<file path="config.mk">
export PLATFORM = sky130hd
export DESIGN_NAME = type_length_packet_deframer
export DESIGN_NICKNAME = d
export VERILOG_FILES = /design/src/hw/rtl/tlpd_pkg.sv /design/src/hw/rtl/type_length_packet_deframer.sv /design/src/hw/rtl/tlpd_in_stage.sv /design/src/hw/rtl/tlpd_parser.sv /design/src/hw/rtl/tlpd_out_stage.sv
export VERILOG_INCLUDE_DIRS = /design/src /design/src/hw/rtl
export SDC_FILE = /design/constraint.sdc
export NUM_CORES = 1
export LEC_CHECK = 0
export BUFFER_PORTS_ARGS = -buffer_cell sky130_fd_sc_hd__buf_2
export CAP_MARGIN = 0
export CORE_AREA = 2 2 103 105
export CTS_BUF_LIST = sky130_fd_sc_hd__clkbuf_4
export CTS_CLUSTER_SIZE = 14
export DETAILED_ROUTE_END_ITERATION = 10
export DIE_AREA = 0 0 105 107
export PLACE_DENSITY = 0.86
export SETUP_SLACK_MARGIN = 0.05
export SYNTH_ARGS = -nofsm -noshare
export SYNTH_HDL_FRONTEND = slang
export SYNTH_SLANG_ARGS = --single-unit
</file>
<file path="constraint.sdc">
create_clock -name clk -period 3.2 [get_ports clk]
set_input_delay 0.48 -clock clk [delete_from_list [all_inputs] [get_ports clk]]
set_output_delay 0.48 -clock clk [all_outputs]
set_load 0.01 [all_outputs]
</file>
<file path="src/hw/rtl/type_length_packet_deframer_macros.svh">
// ----------------------------------------------------------------------------
// Type-length packet deframer assertion macros
// Implication checks clocked on a rising edge, off while reset is asserted.
// ----------------------------------------------------------------------------
`ifndef TYPE_LENGTH_PACKET_DEFRAMER_MACROS_SVH
`define TYPE_LENGTH_PACKET_DEFRAMER_MACROS_SVH

// same-cycle implication
`define TLPD_ASSERT_NOW(label, clk, rst_n, ante, cons) \
	label: assert property (@(posedge clk) disable iff (!(rst_n)) (ante) |-> (cons)) \
		else $error("tlpd same-cycle check failed");

// next-cycle implication
`define TLPD_ASSERT_NEXT(label, clk, rst_n, ante, cons) \
	label: assert property (@(posedge clk) disable iff (!(rst_n)) (ante) |=> (cons)) \
		else $error("tlpd next-cycle check failed");

`endif

</file>
<file path="src/hw/rtl/tlpd_pkg.sv">
// ----------------------------------------------------------------------------
// Type-length packet deframer package
// Item and result types, opcodes and error codes shared by the stages.
// ----------------------------------------------------------------------------
package tlpd_pkg;

	localparam logic OP_BYTE  = 1'b0;
	localparam logic OP_ABORT = 1'b1;

	localparam logic [1:0] ERR_OK     = 2'd0;
	localparam logic [1:0] ERR_LENGTH = 2'd1;
	localparam logic [1:0] ERR_ABORT  = 2'd2;

	typedef struct packed {
		logic       opcode;
		logic [7:0] data_byte;
	} item_t;

	typedef struct packed {
		logic  valid;
		item_t item;
	} step_t;

	typedef struct packed {
		logic [7:0] packet_type;
		logic [7:0] payload_byte;
		logic       has_byte;
		logic       last;
		logic [1:0] error_code;
	} result_t;

	typedef struct packed {
		logic    valid;
		result_t data;
	} res_beat_t;

endpackage

</file>
<file path="src/hw/rtl/type_length_packet_deframer.sv">
// ----------------------------------------------------------------------------
// Type-length packet deframer
// Splits a byte stream into type/length headed packets, one byte per item.
//
//   channel | handshake                   | payload
//   --------+-----------------------------+------------------------------------
//   item    | item_valid / item_stall     | opcode, data_byte
//   result  | result_valid / result_stall | packet_type, payload_byte,
//           |                             | has_byte, last, error_code
//
// One item per cycle while item_stall is low; an item goes through the input
// register, the single parse step and the result register to its result.
// Reset returns to header hunting with no item or result held.
// A stalled result holds; one more item waits in the input register, then
// item_stall rises.
// ----------------------------------------------------------------------------
module type_length_packet_deframer #(
	parameter int HEADER_BYTES = 5,
	parameter int LENGTH_BYTES = 4
) (
	input  logic       clk,
	input  logic       arst_n,
	input  logic       item_valid,
	output logic       item_stall,
	input  logic       opcode,
	input  logic [7:0] data_byte,
	output logic       result_valid,
	input  logic       result_stall,
	output logic [7:0] packet_type,
	output logic [7:0] payload_byte,
	output logic       has_byte,
	output logic       last,
	output logic [1:0] error_code
);

	tlpd_pkg::item_t     item_in;
	tlpd_pkg::step_t     step;
	tlpd_pkg::res_beat_t res;
	tlpd_pkg::result_t   result;
	logic                slot_free;

	assign item_in.opcode    = opcode;
	assign item_in.data_byte = data_byte;

	tlpd_in_stage u_in (
		.clk        (clk),
		.arst_n     (arst_n),
		.item_valid (item_valid),
		.item_stall (item_stall),
		.item_in    (item_in),
		.slot_free  (slot_free),
		.step       (step)
	);

	tlpd_parser #(
		.HEADER_BYTES (HEADER_BYTES),
		.LENGTH_BYTES (LENGTH_BYTES)
	) u_parser (
		.clk    (clk),
		.arst_n (arst_n),
		.step   (step),
		.res    (res)
	);

	tlpd_out_stage u_out (
		.clk          (clk),
		.arst_n       (arst_n),
		.res          (res),
		.slot_free    (slot_free),
		.result_valid (result_valid),
		.result_stall (result_stall),
		.result       (result)
	);

	assign packet_type  = result.packet_type;
	assign payload_byte = result.payload_byte;
	assign has_byte     = result.has_byte;
	assign last         = result.last;
	assign error_code   = result.error_code;

endmodule

</file>
<file path="src/hw/rtl/tlpd_in_stage.sv">
// ----------------------------------------------------------------------------
// Type-length packet deframer input stage
// Registers one item and holds it until the parser advances.
// ----------------------------------------------------------------------------
module tlpd_in_stage (
	input  logic           clk,
	input  logic           arst_n,
	input  logic           item_valid,
	output logic           item_stall,
	input  tlpd_pkg::item_t item_in,
	input  logic           slot_free,
	output tlpd_pkg::step_t step
);

	logic            valid_s1;
	tlpd_pkg::item_t item_s1;
	logic            advance;
	logic            load;

	assign advance    = valid_s1 & slot_free;
	assign item_stall = valid_s1 & ~advance;
	assign load       = item_valid & ~item_stall;

	always_ff @(posedge clk or negedge arst_n) begin
		if (!arst_n) begin
			valid_s1 <= 1'b0;
		end else begin
			valid_s1 <= load | (valid_s1 & ~advance);
		end
	end

	always_ff @(posedge clk) begin
		if (load) begin
			item_s1 <= item_in;
		end
	end

	assign step.valid = advance;
	assign step.item  = item_s1;

endmodule

</file>
<file path="src/hw/rtl/tlpd_parser.sv">
// ----------------------------------------------------------------------------
// Type-length packet deframer parser
// Header counter, length and type capture, payload countdown, result build.
// ----------------------------------------------------------------------------
`include "type_length_packet_deframer_macros.svh"

module tlpd_parser #(
	parameter int HEADER_BYTES = 5,
	parameter int LENGTH_BYTES = 4
) (
	input  logic                 clk,
	input  logic                 arst_n,
	input  tlpd_pkg::step_t      step,
	output tlpd_pkg::res_beat_t  res
);

	localparam int HCW = $clog2(HEADER_BYTES + 1);
	localparam logic [HCW-1:0] HC_FULL = HCW'(HEADER_BYTES);
	localparam logic [HCW-1:0] HC_ONE  = HCW'(1);

	logic [HCW-1:0] hc_q, hc_d, hc_inc;
	logic [31:0]    len_q, len_d;
	logic [7:0]     type_q, type_d;
	logic [30:0]    rem_q, rem_d;

	always_comb begin
		hc_d     = hc_q;
		len_d    = len_q;
		type_d   = type_q;
		rem_d    = rem_q;
		hc_inc   = hc_q + HC_ONE;
		res      = '0;
		res.data.packet_type = type_q;
		if (step.valid) begin
			if (step.item.opcode == tlpd_pkg::OP_ABORT) begin
				if (hc_q != '0) begin
					hc_d                = '0;
					rem_d               = '0;
					res.valid           = 1'b1;
					res.data.last       = 1'b1;
					res.data.error_code = tlpd_pkg::ERR_ABORT;
				end
			end else if (hc_q >= HC_FULL) begin
				if (rem_q == '0) begin
					hc_d = '0;
				end else begin
					rem_d                 = rem_q - 31'd1;
					res.valid             = 1'b1;
					res.data.has_byte     = 1'b1;
					res.data.payload_byte = step.item.data_byte;
					if (rem_q == 31'd1) begin
						res.data.last = 1'b1;
						hc_d          = '0;
					end
				end
			end else begin
				if (hc_q == '0) begin
					type_d = step.item.data_byte;
					len_d  = '0;
				end else begin
					for (int i = 0; i < 4; i++) begin
						if (i < LENGTH_BYTES && int'(hc_q) == i + 1) begin
							len_d[8*i +: 8] = step.item.data_byte;
						end
					end
				end
				hc_d = hc_inc;
				if (hc_inc == HC_FULL) begin
					res.data.packet_type = type_d;
					if (len_d[31]) begin
						hc_d                = '0;
						rem_d               = '0;
						res.valid           = 1'b1;
						res.data.last       = 1'b1;
						res.data.error_code = tlpd_pkg::ERR_LENGTH;
					end else if (len_d == '0) begin
						hc_d          = '0;
						rem_d         = '0;
						res.valid     = 1'b1;
						res.data.last = 1'b1;
					end else begin
						rem_d = len_d[30:0];
					end
				end
			end
		end
	end

	always_ff @(posedge clk or negedge arst_n) begin
		if (!arst_n) begin
			hc_q   <= '0;
			len_q  <= '0;
			type_q <= '0;
			rem_q  <= '0;
		end else begin
			hc_q   <= hc_d;
			len_q  <= len_d;
			type_q <= type_d;
			rem_q  <= rem_d;
		end
	end

	`TLPD_ASSERT_NOW(a_payload_has_count, clk, arst_n, hc_q == HC_FULL, rem_q != '0)
	`TLPD_ASSERT_NEXT(a_last_rehunts, clk, arst_n, res.valid && res.data.last, hc_q == '0)
	`TLPD_ASSERT_NOW(a_error_no_byte, clk, arst_n, res.valid && res.data.error_code != tlpd_pkg::ERR_OK, !res.data.has_byte && res.data.last)

endmodule

</file>
<file path="src/hw/rtl/tlpd_out_stage.sv">
// ----------------------------------------------------------------------------
// Type-length packet deframer output stage
// Result register; frees its slot when the result is taken.
// ----------------------------------------------------------------------------
module tlpd_out_stage (
	input  logic                clk,
	input  logic                arst_n,
	input  tlpd_pkg::res_beat_t res,
	output logic                slot_free,
	output logic                result_valid,
	input  logic                result_stall,
	output tlpd_pkg::result_t   result
);

	logic              valid_q;
	tlpd_pkg::result_t data_q;
	logic              take;

	assign take      = valid_q & ~result_stall;
	assign slot_free = ~valid_q | ~result_stall;

	always_ff @(posedge clk or negedge arst_n) begin
		if (!arst_n) begin
			valid_q <= 1'b0;
		end else begin
			valid_q <= res.valid | (valid_q & ~take);
		end
	end

	always_ff @(posedge clk) begin
		if (res.valid) begin
			data_q <= res.data;
		end
	end

	assign result_valid = valid_q;
	assign result       = data_q;

endmodule
</file>
* Word level (Yosys, flattened, before mapping)
Index checks and enable logic that the tools add are counted.
W data, S select, Z words.
** Storage, ports and cells
- Register bits :: 105
- Latch bits :: 0
- RAM bits :: 0
- ROM bits :: 0
- Bits of input ports :: 13
- Output and inout port bits :: 22
- Logic and storage cells :: 93
- Memories kept :: 0
** Operators by class
- Add/subtract/negate cells :: 2
- Multipliers :: 0
- Divide/modulo/power cells :: 0
- Magnitude comparators :: 1
- Equal/unequal tests :: 9
- Shift operators :: 0
- Muxes and demuxes :: 43
- Bitwise gates (word level) :: 15
- Reductions and logical operators :: 10
** Operators with widths (number)
- $mux W31 :: 7
- $mux W32 :: 4
- $mux W8 :: 6
- $mux W3 :: 11
- $logic_not A32 Y1 :: 1
- $eq A31 B1 Y1 const B :: 1
- $logic_not A31 Y1 :: 1
- $sub A31 B1 Y31 const B :: 1
- $mux W21 :: 1
- $mux W9 :: 2
- $mux W17 :: 1
- $eq A3 B3 Y1 const B :: 4
- $mux W10 :: 1
- $mux W1 :: 9
- $not A1 Y1 :: 7
- $reduce_and A3 Y1 :: 2
- $reduce_bool A3 Y1 :: 2
- $and A1 B1 Y1 :: 5
- $ne A4 B4 Y1 const B :: 1
- $reduce_and A4 Y1 :: 1
- $reduce_or A4 Y1 :: 1
- $add A3 B1 Y3 const B :: 1
- $eq A3 B2 Y1 const B :: 1
- $ge A3 B3 Y1 const B :: 1
- 6 further kinds :: 8

* Depth between registers and ports, before layout
Gate-level depths: netlist of run 1.
- Depth after elaboration :: 14
- Gate-level depth with buffers :: 12
- Depth with buffers taken out :: 8

* Hierarchy
Synthesis of run 1 repeated with hierarchy kept, for this count alone.
** Unflattened totals
- Cell total of the unflattened synthesis :: 568
- Area total of the unflattened synthesis :: 5676.7 um^2
** By module, submodules not included
- tlpd_parser :: instances 1, cells each 529, area each 4698.3 um^2, seq. area each 1851.8 um^2
- tlpd_out_stage :: instances 1, cells each 23, area each 636.9 um^2, seq. area each 625.6 um^2
- tlpd_in_stage :: instances 1, cells each 16, area each 341.6 um^2, seq. area each 295.3 um^2

* Worst setup path after synthesis of run 1
Ideal clock, no wire load.
- Kind :: register -> register
- From :: reg u_parser.rem_q[0]
- To :: reg u_out.data_q (netlist bit u_out.result[0]), enable pin
- Library setup time :: 394 ps
- Data arrival time :: 2623 ps
- Data required time :: 2806 ps
- Path slack :: 183 ps
- Stages on the path, launching flop included :: 9
- Path buffers :: 0
- Clock period less this slack :: 3017 ps
- Cells stage by stage :: dfrtp_1 > inv_1 > ha_1 > or3b_1 > or4_4 > nor4_4 > a211oi_1 > nand3_1 > nand2_1
** RTL lines
- start, declared :: line tlpd_parser.sv:24 : logic [30:0] rem_q, rem_d;
- start signal, assigned :: line tlpd_parser.sv:99 : rem_q <= rem_d;
- end signal, assigned :: line tlpd_out_stage.sv:32 : data_q <= res.data;
- end, declared :: line tlpd_out_stage.sv:16 : tlpd_pkg::result_t data_q;

==> metrics.cfg, run 1 <==
[timing]
fin_worst_skew_ns=0.02894
period_minus_slack_ns=3.032
period_share=0.9475
final.setup.tns_ns=0
relSlewSlack=0.3602
max_freq_mhz=329.8
hold_violations=0
setup-violations-final=0
rsz0062_at_grt=no
worst_slew_pin_slew_ns=0.9598
finalMaxSlewViolations=0

[synth]
yosysWarnings=0
ys_ff_latch=105
ys.flop_type=dfrtp_1
synth_edf_count=29
yosys.area.top_type=dfrtp_1
syn_nets=580
synthArstFlopShare=0.7238
synth_area_mm2=0.005629
synth.top_cells.by_area=dfrtp_1 (34%), edfxtp_1 (15%), o21ai_0 (3.8%)
ys_seq_area_frac=0.4926
ys_types=62
yosysTopAreaCellShare=0.3379
syn-instance-count=559
avgSynthCellArea_um2=10.07

[clocking]
cts.sinks=105
cts.clk_slew.worst_paths_ns=0.19
cts_buffers=9
cts_tree=built
cts_root_buffer=clkbuf_4
cts_htree_levels=3
clk-insertion-delay-late_ns=0.49
clk_path_buf_depth=2

[place]
place_congestion=0.9955
io_buffers=34
hpwl_um=10930

[cells_and_area]
multi_input_area_mm2=0.002669
n_fill_cell=825
layout-drive-gt1-share=0.2105
area_delta_synth_final_pct=11.14
final_cell_mix=dfrtp_1 (76), o21ai_0 (43), nand2_1 (41)
layout_commonest_cell=dfrtp_1
seq_area_mm2=0.002773
num-nets-final=624
diodes=0

[setup_path]
endpoint_kind=flop
crit_arrival_ns=3.24
rr_worst_depth=10
cp_max_fo=20
crit_top_cell=buf_4
worstPathCellList=inv_1 -> ha_1 -> o21bai_1 -> a22oi_1 -> nand4_1 -> nor4_1 -> buf_4 -> nand3_1 -> nand2_1 -> buf_4
crit_slowest_cell=dfrtp_1
critPathLaunch=u_parser.hc_q[0]
max_stage_delay_ns=0.48
crit_type=flop to flop
required_ns=3.41
crit_path_start_kind=flop
reg2reg_from=u_parser.hc_q[0]

[grt]
grtUsageTotal=0.2845
antenna_found_initial=0
grt_max_degree=77
grt_pass1_wl_um=24810
grt_pass1_vias=4715
grt_overflow=0

[drt]
vias=5031
routedWlPerCell_um=20.81
drt-total-wl_um=15480
vias_per_cell=6.762
route.detailed.drc=0
drtIter0Drc=599
ant_nets=0
first_pass_iters=6

[die]
coreArea_mm2=0.01009
die_w_um=105
fp-row-count=37
design.die.area_mm2=0.01124
io_pins=35
initial_utilization=0.5578
die_h_um=107

[outcome]
status=completed

[run]
drv_cap=0

[min_path]
hold_path.class=input pin to asynchronous set/reset pin

-- final timing paths --
check                                     end  slack (ns)
min reg2reg                u_parser.rem_q[29]        0.53
max in group asynchronous  u_parser.rem_q[17]        2.46
max reg2reg                  u_out.result[16]        0.17
min                          u_parser.hc_q[2]        0.13
min in group clk                 u_in.step[6]        0.15
max                          u_out.result[16]        0.17
-- per-stage QoR --
step           instances    util  setup slack (ns)  cell area (um^2)  hold WS (ns)
2_1_floorplan        559       -            0.1829              5629        0.1844
4_1_cts              744  0.6198            0.2118              6255        0.1328
3_3_place_gp         728  0.6051            0.3530              6107        0.4826
3_5_place_dp         728  0.6051            0.2208              6107        0.4910
6_report             744  0.6199            0.1680              6256        0.1261
5_1_grt              744  0.6199           0.06827              6256        0.1280
-- registers in the layout (all words and copies together), names as in the netlist --
register and cells:
u_out.result 20, u_parser.len_q 32, u_in.step 9, u_out.result_valid 1
u_parser.rem_q 31, u_in.valid_s1 1, u_parser.hc_q 3, u_parser.type_q 8
-- repair_timing --
item	in CTS	in global routing
hold endpoints to repair	0	0
gates resized for setup	0	1
setup endpoints to repair	0	16
hold buffers	0	0
setup buffers	0	0
-- logic make-up after synthesis --
group	synth area share
XOR/XNOR	0.001556
AND/OR/NAND/NOR	0.1852
buffers and inverters	0.03401
adder cells (fa/ha/maj)	0.01778
flip-flops	0.4926
AO/OA/AOI/OAI	0.2154
multiplexers	0.05357
-- worst max-delay path, delay by kind of cell (launching register included) --
family | cells | cell delay [ns]
AOI/OAI and AO/OA | 2 | 0.62
adders and majority gates | 1 | 0.34
buffers and inverters | 3 | 0.62
DFF | 1 | 0.48
and+or+nand+nor | 4 | 0.70
-- cells in the mapped netlist (all sizes together) (2+ instances only) --
cell type and count:
a211oi 2, a21boi 2, a21o 3, a21oi 38, a22o 7, a22oi 16
a31o 2, a31oi 13, and2 2, and3 14, buf 12, clkbuf 25
dfrtp 76, edfxtp 29, ha 8, inv 11, mux2 17, mux2i 11
nand2 41, nand2b 2, nand3 11, nand4 7, nor2 39, nor2b 12
nor3 17, nor3b 5, nor4 17, o211ai 6, o21a 3, o21ai 49
o21bai 3, o221ai 16, o22ai 5, o311ai 3, o31a 3, o31ai 3
o32a 2, or2 3, or3 8, or4 7
-- routing by layer --
| metal | global-route usage | up-vias | wire (um) | share of wire |
|---|---|---|---|---|
| met4 | 0.1467 | 0 | 687 | 0.044 |
| met5 | 0 | - | 0 | 0 |
| li1 | - | 2216 | - | - |
| met2 | 0.4416 | 347 | 7102 | 0.46 |
| met1 | 0.3891 | 2393 | 6140 | 0.40 |
| met3 | 0.04377 | 75 | 1553 | 0.10 |
-- layout make-up --
class,count,area share
clock buffer,9,0.01080
clock inverter,7,0.01280
inverter,11,0.006600
multi-input combinational,406,0.4266
sequential,105,0.4432
tap,136,0.02720
timing repair buffer,70,0.07280
Power of run 1 is not shown: default switching activity piles up to over one toggle a cycle in this logic, so the estimate is an artifact.
==> run 2, diff against run 1 <==
Settings changed: CORE_AREA 2 2 103 105 to 2 2 154 156, DIE_AREA 0 0 105 107 to 0 0 156 158, PLACE_DENSITY 0.86 to 0.49.
==> metrics.cfg, run 2 (synthesis results as in run 1) <==
[drt]
ant_nets=0  ; unchanged
vias=4768  ; -5.2%
route.detailed.drc=0  ; unchanged
routedWlPerCell_um=19.29  ; -7.3%
vias_per_cell=5.351  ; -21%
drtIter0Drc=486  ; -19%
first_pass_iters=5  ; -1
drt-total-wl_um=17190  ; +11%

[timing]
period_minus_slack_ns=3.004  ; -0.02772 ns
fin_worst_skew_ns=0.03209  ; +0.003155 ns
setup_ws_ns=0.1957  ; +0.02772 ns
hold_violations=0  ; unchanged
worst_slew_pin_slew_ns=1.037  ; +0.07735 ns
setup-violations-final=0  ; unchanged
finalMaxSlewViolations=0  ; unchanged
relSlewSlack=0.3086  ; -0.05157
final.setup.tns_ns=0  ; unchanged
rsz0062_at_grt=no
max_freq_mhz=332.9  ; +0.92%
period_share=0.9388  ; -0.008662

[setup_path]
endpoint_kind=flop
crit_cells=9  ; -1
reg2reg_from=u_parser.rem_q[0]
critPathLaunch=u_parser.rem_q[0]
max_stage_delay_ns=0.59  ; +0.11 ns
cp_max_fo=20  ; unchanged
r2r_end=u_out.result[1]
crit_family=simple AND/OR/NAND/NOR gates
crit_type=flop to flop
crit_path_start_kind=flop
worstPathCellList=inv_1 -> ha_1 -> or3b_4 -> or4_4 -> nor4_4 -> a211oi_1 -> nand3_1 -> nand2_1 -> buf_12
reg2reg_slack_ns=0.20  ; +0.03 ns
endpoint=u_out.result[1]
crit_slowest_cell=or4_4
required_ns=3.51  ; +0.10 ns
crit_arrival_ns=3.31  ; +0.07 ns
rr_worst_depth=9  ; -1
crit_buf_inv=2  ; -1

[grt]
grt_pass1_wl_um=26480  ; +6.8%
grtUsageTotal=0.1413  ; -0.1432
antenna_found_initial=1  ; +1
grt_max_degree=77  ; unchanged
grt_overflow=0  ; unchanged
grt_pass1_vias=4434  ; -6.0%

[clocking]
cts_tree=built
clk_path_buf_depth=2  ; unchanged
cts_buffers=9  ; unchanged
cts_root_buffer=clkbuf_4
cts.sinks=105  ; unchanged
cts.clk_slew.worst_paths_ns=0.19  ; about the same
cts-hold-fix-buffers=0  ; unchanged
clk-insertion-delay-late_ns=0.52  ; +0.03 ns
cts_htree_levels=3  ; unchanged

[cells_and_area]
num-nets-final=616  ; -1.3%
largest_register_ff_count=32  ; unchanged
area_delta_synth_final_pct=14.16
layout_commonest_cell=dfrtp_1
seq_area_mm2=0.002773  ; unchanged
layout-drive-gt1-share=0.2050  ; -0.005526
n_fill_cell=2373  ; +190%
multi_input_area_mm2=0.002691  ; +0.84%
final_cell_mix=dfrtp_1 (76), o21ai_0 (42), nand2_1 (41)
regMostFlops=u_parser.len_q

[place]
io_buffers=34  ; unchanged
hpwl_um=12230  ; +12%
place_ws_ns=0.1687  ; -0.05216 ns
place_congestion=0.9203  ; -7.6%

[die]
die_w_um=156  ; +49%
fp-row-count=56  ; +51%
io_pins=35  ; unchanged
design.die.area_mm2=0.02465  ; +120%
coreArea_mm2=0.02305  ; +130%
initial_utilization=0.2442  ; -0.3136
die_h_um=158  ; +48%

[outcome]
status=completed

[run]
drv_cap=0  ; unchanged

[min_path]
hold_path.class=input pin to asynchronous set/reset pin

-- run 2: worst min path at each step --
| stage | startpoint | endpoint | slack (ns) | cells past startpoint |
|---|---|---|---|---|
| 3_5_place_dp | u_parser.len_q[16] | u_parser.len_q[16] | 0.49 | 1 |
| 5_1_grt | data_byte[7] | u_in.step[7] | 0.06 | 1 |
| 6_report | arst_n | u_parser.rem_q[23] | 0.11 | 1 |
| 2_1_floorplan | arst_n | u_in.valid_s1 | 0.18 | 0 |
| 3_3_place_gp | u_parser.rem_q[29] | u_parser.rem_q[29] | 0.48 | 2 |
| 4_1_cts | data_byte[7] | u_in.step[7] | 0.08 | 1 |
-- run 2: stage by stage --
step	util	hold slack, ns	cells	instance area [um^2]
3_5_place_dp	0.2712	0.4919	874	6252
4_1_cts	0.2776	0.08379	890	6400
2_1_floorplan	-	0.1844	559	5629
5_1_grt	0.2788	0.06496	891	6426
6_report	0.2788	0.1106	891	6426
3_3_place_gp	0.2712	0.4767	874	6252
-- run 2: area by class of cell --
type	count	share of cell area
Clock inverter	7	0.01246
Multi-Input combinational cell	406	0.4188
Timing Repair Buffer	62	0.06347
Antenna cell	1	0.0003894
Tap cell	290	0.05646
Inverter	11	0.006425
Sequential cell	105	0.4315
Clock buffer	9	0.01051
-- run 2: repair_timing --
action	CTS	global route
setup endpoints to repair	0	15
gates resized for setup	0	5
buffers inserted	0	0
-- run 2: worst reg2reg max path: cells and delay by family, from the launching register on --
kind                     cells  cell delay (ns)
AO/OA/AOI/OAI                1             0.14
adder cells (fa/ha/maj)      1             0.21
buffers and inverters        2             0.32
flip-flops                   1             0.46
AND/OR/NAND/NOR              5             1.66
-- run 2: metal layers --
layer / GRT usage / part of all wire / vias up
li1: - / - / 2200
met1: 0.1981 / 0.46 / 2345
met2: 0.2111 / 0.46 / 193
met3: 0.02874 / 0.052 / 30
met4: 0.06073 / 0.028 / 0
met5: 0 / 0 / -
Power of run 2 is left out for the same reason.
==> run 3, diff against run 2 <==
Settings changed: CORE_AREA 2 2 154 156 to 4 4 156 158, DIE_AREA 0 0 156 158 to 0 0 160 162.
==> metrics.cfg, run 3 (synthesis results as in run 1) <==
[clocking]
cts.sinks=105  ; unchanged
clk_path_buf_depth=2  ; unchanged
cts_tree=built
cts_htree_levels=3  ; unchanged
cts_root_buffer=clkbuf_4
cts_buffers=9  ; unchanged
cts_resized=0  ; unchanged
cts.clk_slew.worst_paths_ns=0.20  ; about the same
postCtsSetupBuffers=0  ; unchanged
clk-insertion-delay-late_ns=0.51  ; about the same
cts-hold-fix-buffers=0  ; unchanged

[place]
hpwl_um=12350  ; +1.0%
place_ws_ns=0.1909  ; +0.02221 ns
placedCellCount=882  ; +0.92%
place_congestion=0.8721  ; -5.2%
io_buffers=34  ; unchanged

[drt]
vias=4743  ; -0.52%
routed-wl-met3_um=874  ; -3.1%
routedWlPerCell_um=19.26  ; -0.15%
first_pass_iters=5  ; unchanged
route.detailed.drc=0  ; unchanged
drtIter0Drc=573  ; +18%
ant_nets=0  ; unchanged
vias_per_cell=5.276  ; -1.4%
wl_met2_um=7917  ; +1.1%
drt-total-wl_um=17310  ; +0.74%
wl_met1_um=8137  ; +2.0%
top_layer_used=met4

[grt]
grtUsageTotal=0.1346  ; -0.006696
grt_pass1_wl_um=27520  ; +3.9%
grt_max_degree=77  ; unchanged
grt_pass1_vias=4710  ; +6.2%
antenna_found_initial=1  ; unchanged
grt_overflow=0  ; unchanged

[setup_path]
crit_path_start_kind=flop
crit_arrival_ns=3.38  ; +0.07 ns
required_ns=3.59  ; +0.08 ns
crit_slowest_cell=or4_4
crit_buf_inv=3  ; +1
cp_max_fo=10  ; -50%
endpoint_kind=flop
crit_family=simple AND/OR/NAND/NOR gates
crit_type=flop to flop
worstPathCellList=inv_1 -> ha_1 -> or3b_1 -> or4_4 -> o31ai_1 -> buf_4 -> inv_2 -> nand2_1 -> o221ai_1
max_stage_delay_ns=0.61  ; +0.02 ns

[cells_and_area]
regMostFlops=u_parser.len_q
n_fill_cell=2457  ; +3.5%
num-nets-final=624  ; +1.3%
layout_commonest_cell=dfrtp_1
layout-drive-gt1-share=0.2138  ; +0.008816
final_cell_mix=dfrtp_1 (76), o21ai_0 (42), nand2_1 (41)
largest_register_ff_count=32  ; unchanged
area_delta_synth_final_pct=14.80
final_cells=899  ; +0.90%

[timing]
period_share=0.9355  ; -0.003388
max_freq_mhz=334.1  ; +0.36%
setup_ws_ns=0.2065  ; +0.01084 ns
period_minus_slack_ns=2.993  ; -0.01084 ns
rsz0062_at_grt=no
fin_worst_skew_ns=0.02540  ; -0.006690 ns
hold_slack_ns=0.1245  ; +0.01390 ns
hold_violations=0  ; unchanged
final.setup.tns_ns=0  ; unchanged
setup-violations-final=0  ; unchanged
worst_slew_pin_slew_ns=1.032  ; -0.005318 ns
relSlewSlack=0.3121  ; +0.003545
finalMaxSlewViolations=0  ; unchanged

[outcome]
status=completed

[die]
initial_utilization=0.2435  ; -0.0007400
die_w_um=160  ; +2.6%
die_h_um=162  ; +2.5%
coreArea_mm2=0.02312  ; +0.30%
io_pins=35  ; unchanged
fp-row-count=56  ; unchanged
design.die.area_mm2=0.02592  ; +5.2%

[min_path]
hold_path.class=input pin to asynchronous set/reset pin

[run]
drv_cap=0  ; unchanged

[run 3: cell types whose count changed in the layout (fill, tap and decap cells not counted), sizes merged]
| cell | before | now |
|---|---|---|
| clkinvlp | 1 | 0 |
| buf | 62 | 70 |
| inv | 15 | 16 |
[run 3: area by class of cell]
class	count	area (um^2)	area share
flip-flops and latches	105	2773	0.4290
multi-input cells	406	2679	0.4145
repair buffers	70	455.4	0.07047
well taps	290	362.8	0.05615
clock inverters	7	81.33	0.01258
clock buffers	9	67.56	0.01045
inverters	11	41.29	0.006389
diodes	1	2.502	0.0003872
[run 3: path summary, 6_finish.rpt]
kind | start | endpoint | slack (ns) | cells past startpoint
max | u_parser.rem_q[0] | u_parser.rem_q[14] | 0.21 | 9
min | arst_n | u_parser.rem_q[22] | 0.12 | 1
max reg2reg | u_parser.rem_q[0] | u_parser.rem_q[14] | 0.21 | 9
min reg2reg | u_parser.len_q[16] | u_parser.len_q[16] | 0.52 | 1
max in group asynchronous | arst_n | u_parser.hc_q[0] | 2.40 | 1
min in group clk | data_byte[0] | u_in.step[0] | 0.13 | 1
[run 3: routing by layer]
metal / vias up / GRT usage
li1: 2225 / -
met1: 2359 / 0.1889
met2: 133 / 0.2066
met3: 26 / 0.02664
met4: 0 / 0.04967
met5: - / 0
[run 3: through the flow]
| stage | area [um^2] | utilization |
|---|---|---|
| 5_1_grt | 6462 | 0.2795 |
| 2_1_floorplan | 5629 | - |
| 3_3_place_gp | 6300 | 0.2725 |
| 3_5_place_dp | 6300 | 0.2725 |
| 6_report | 6462 | 0.2795 |
| 4_1_cts | 6449 | 0.2789 |
Power of run 3 is left out for the same reason.
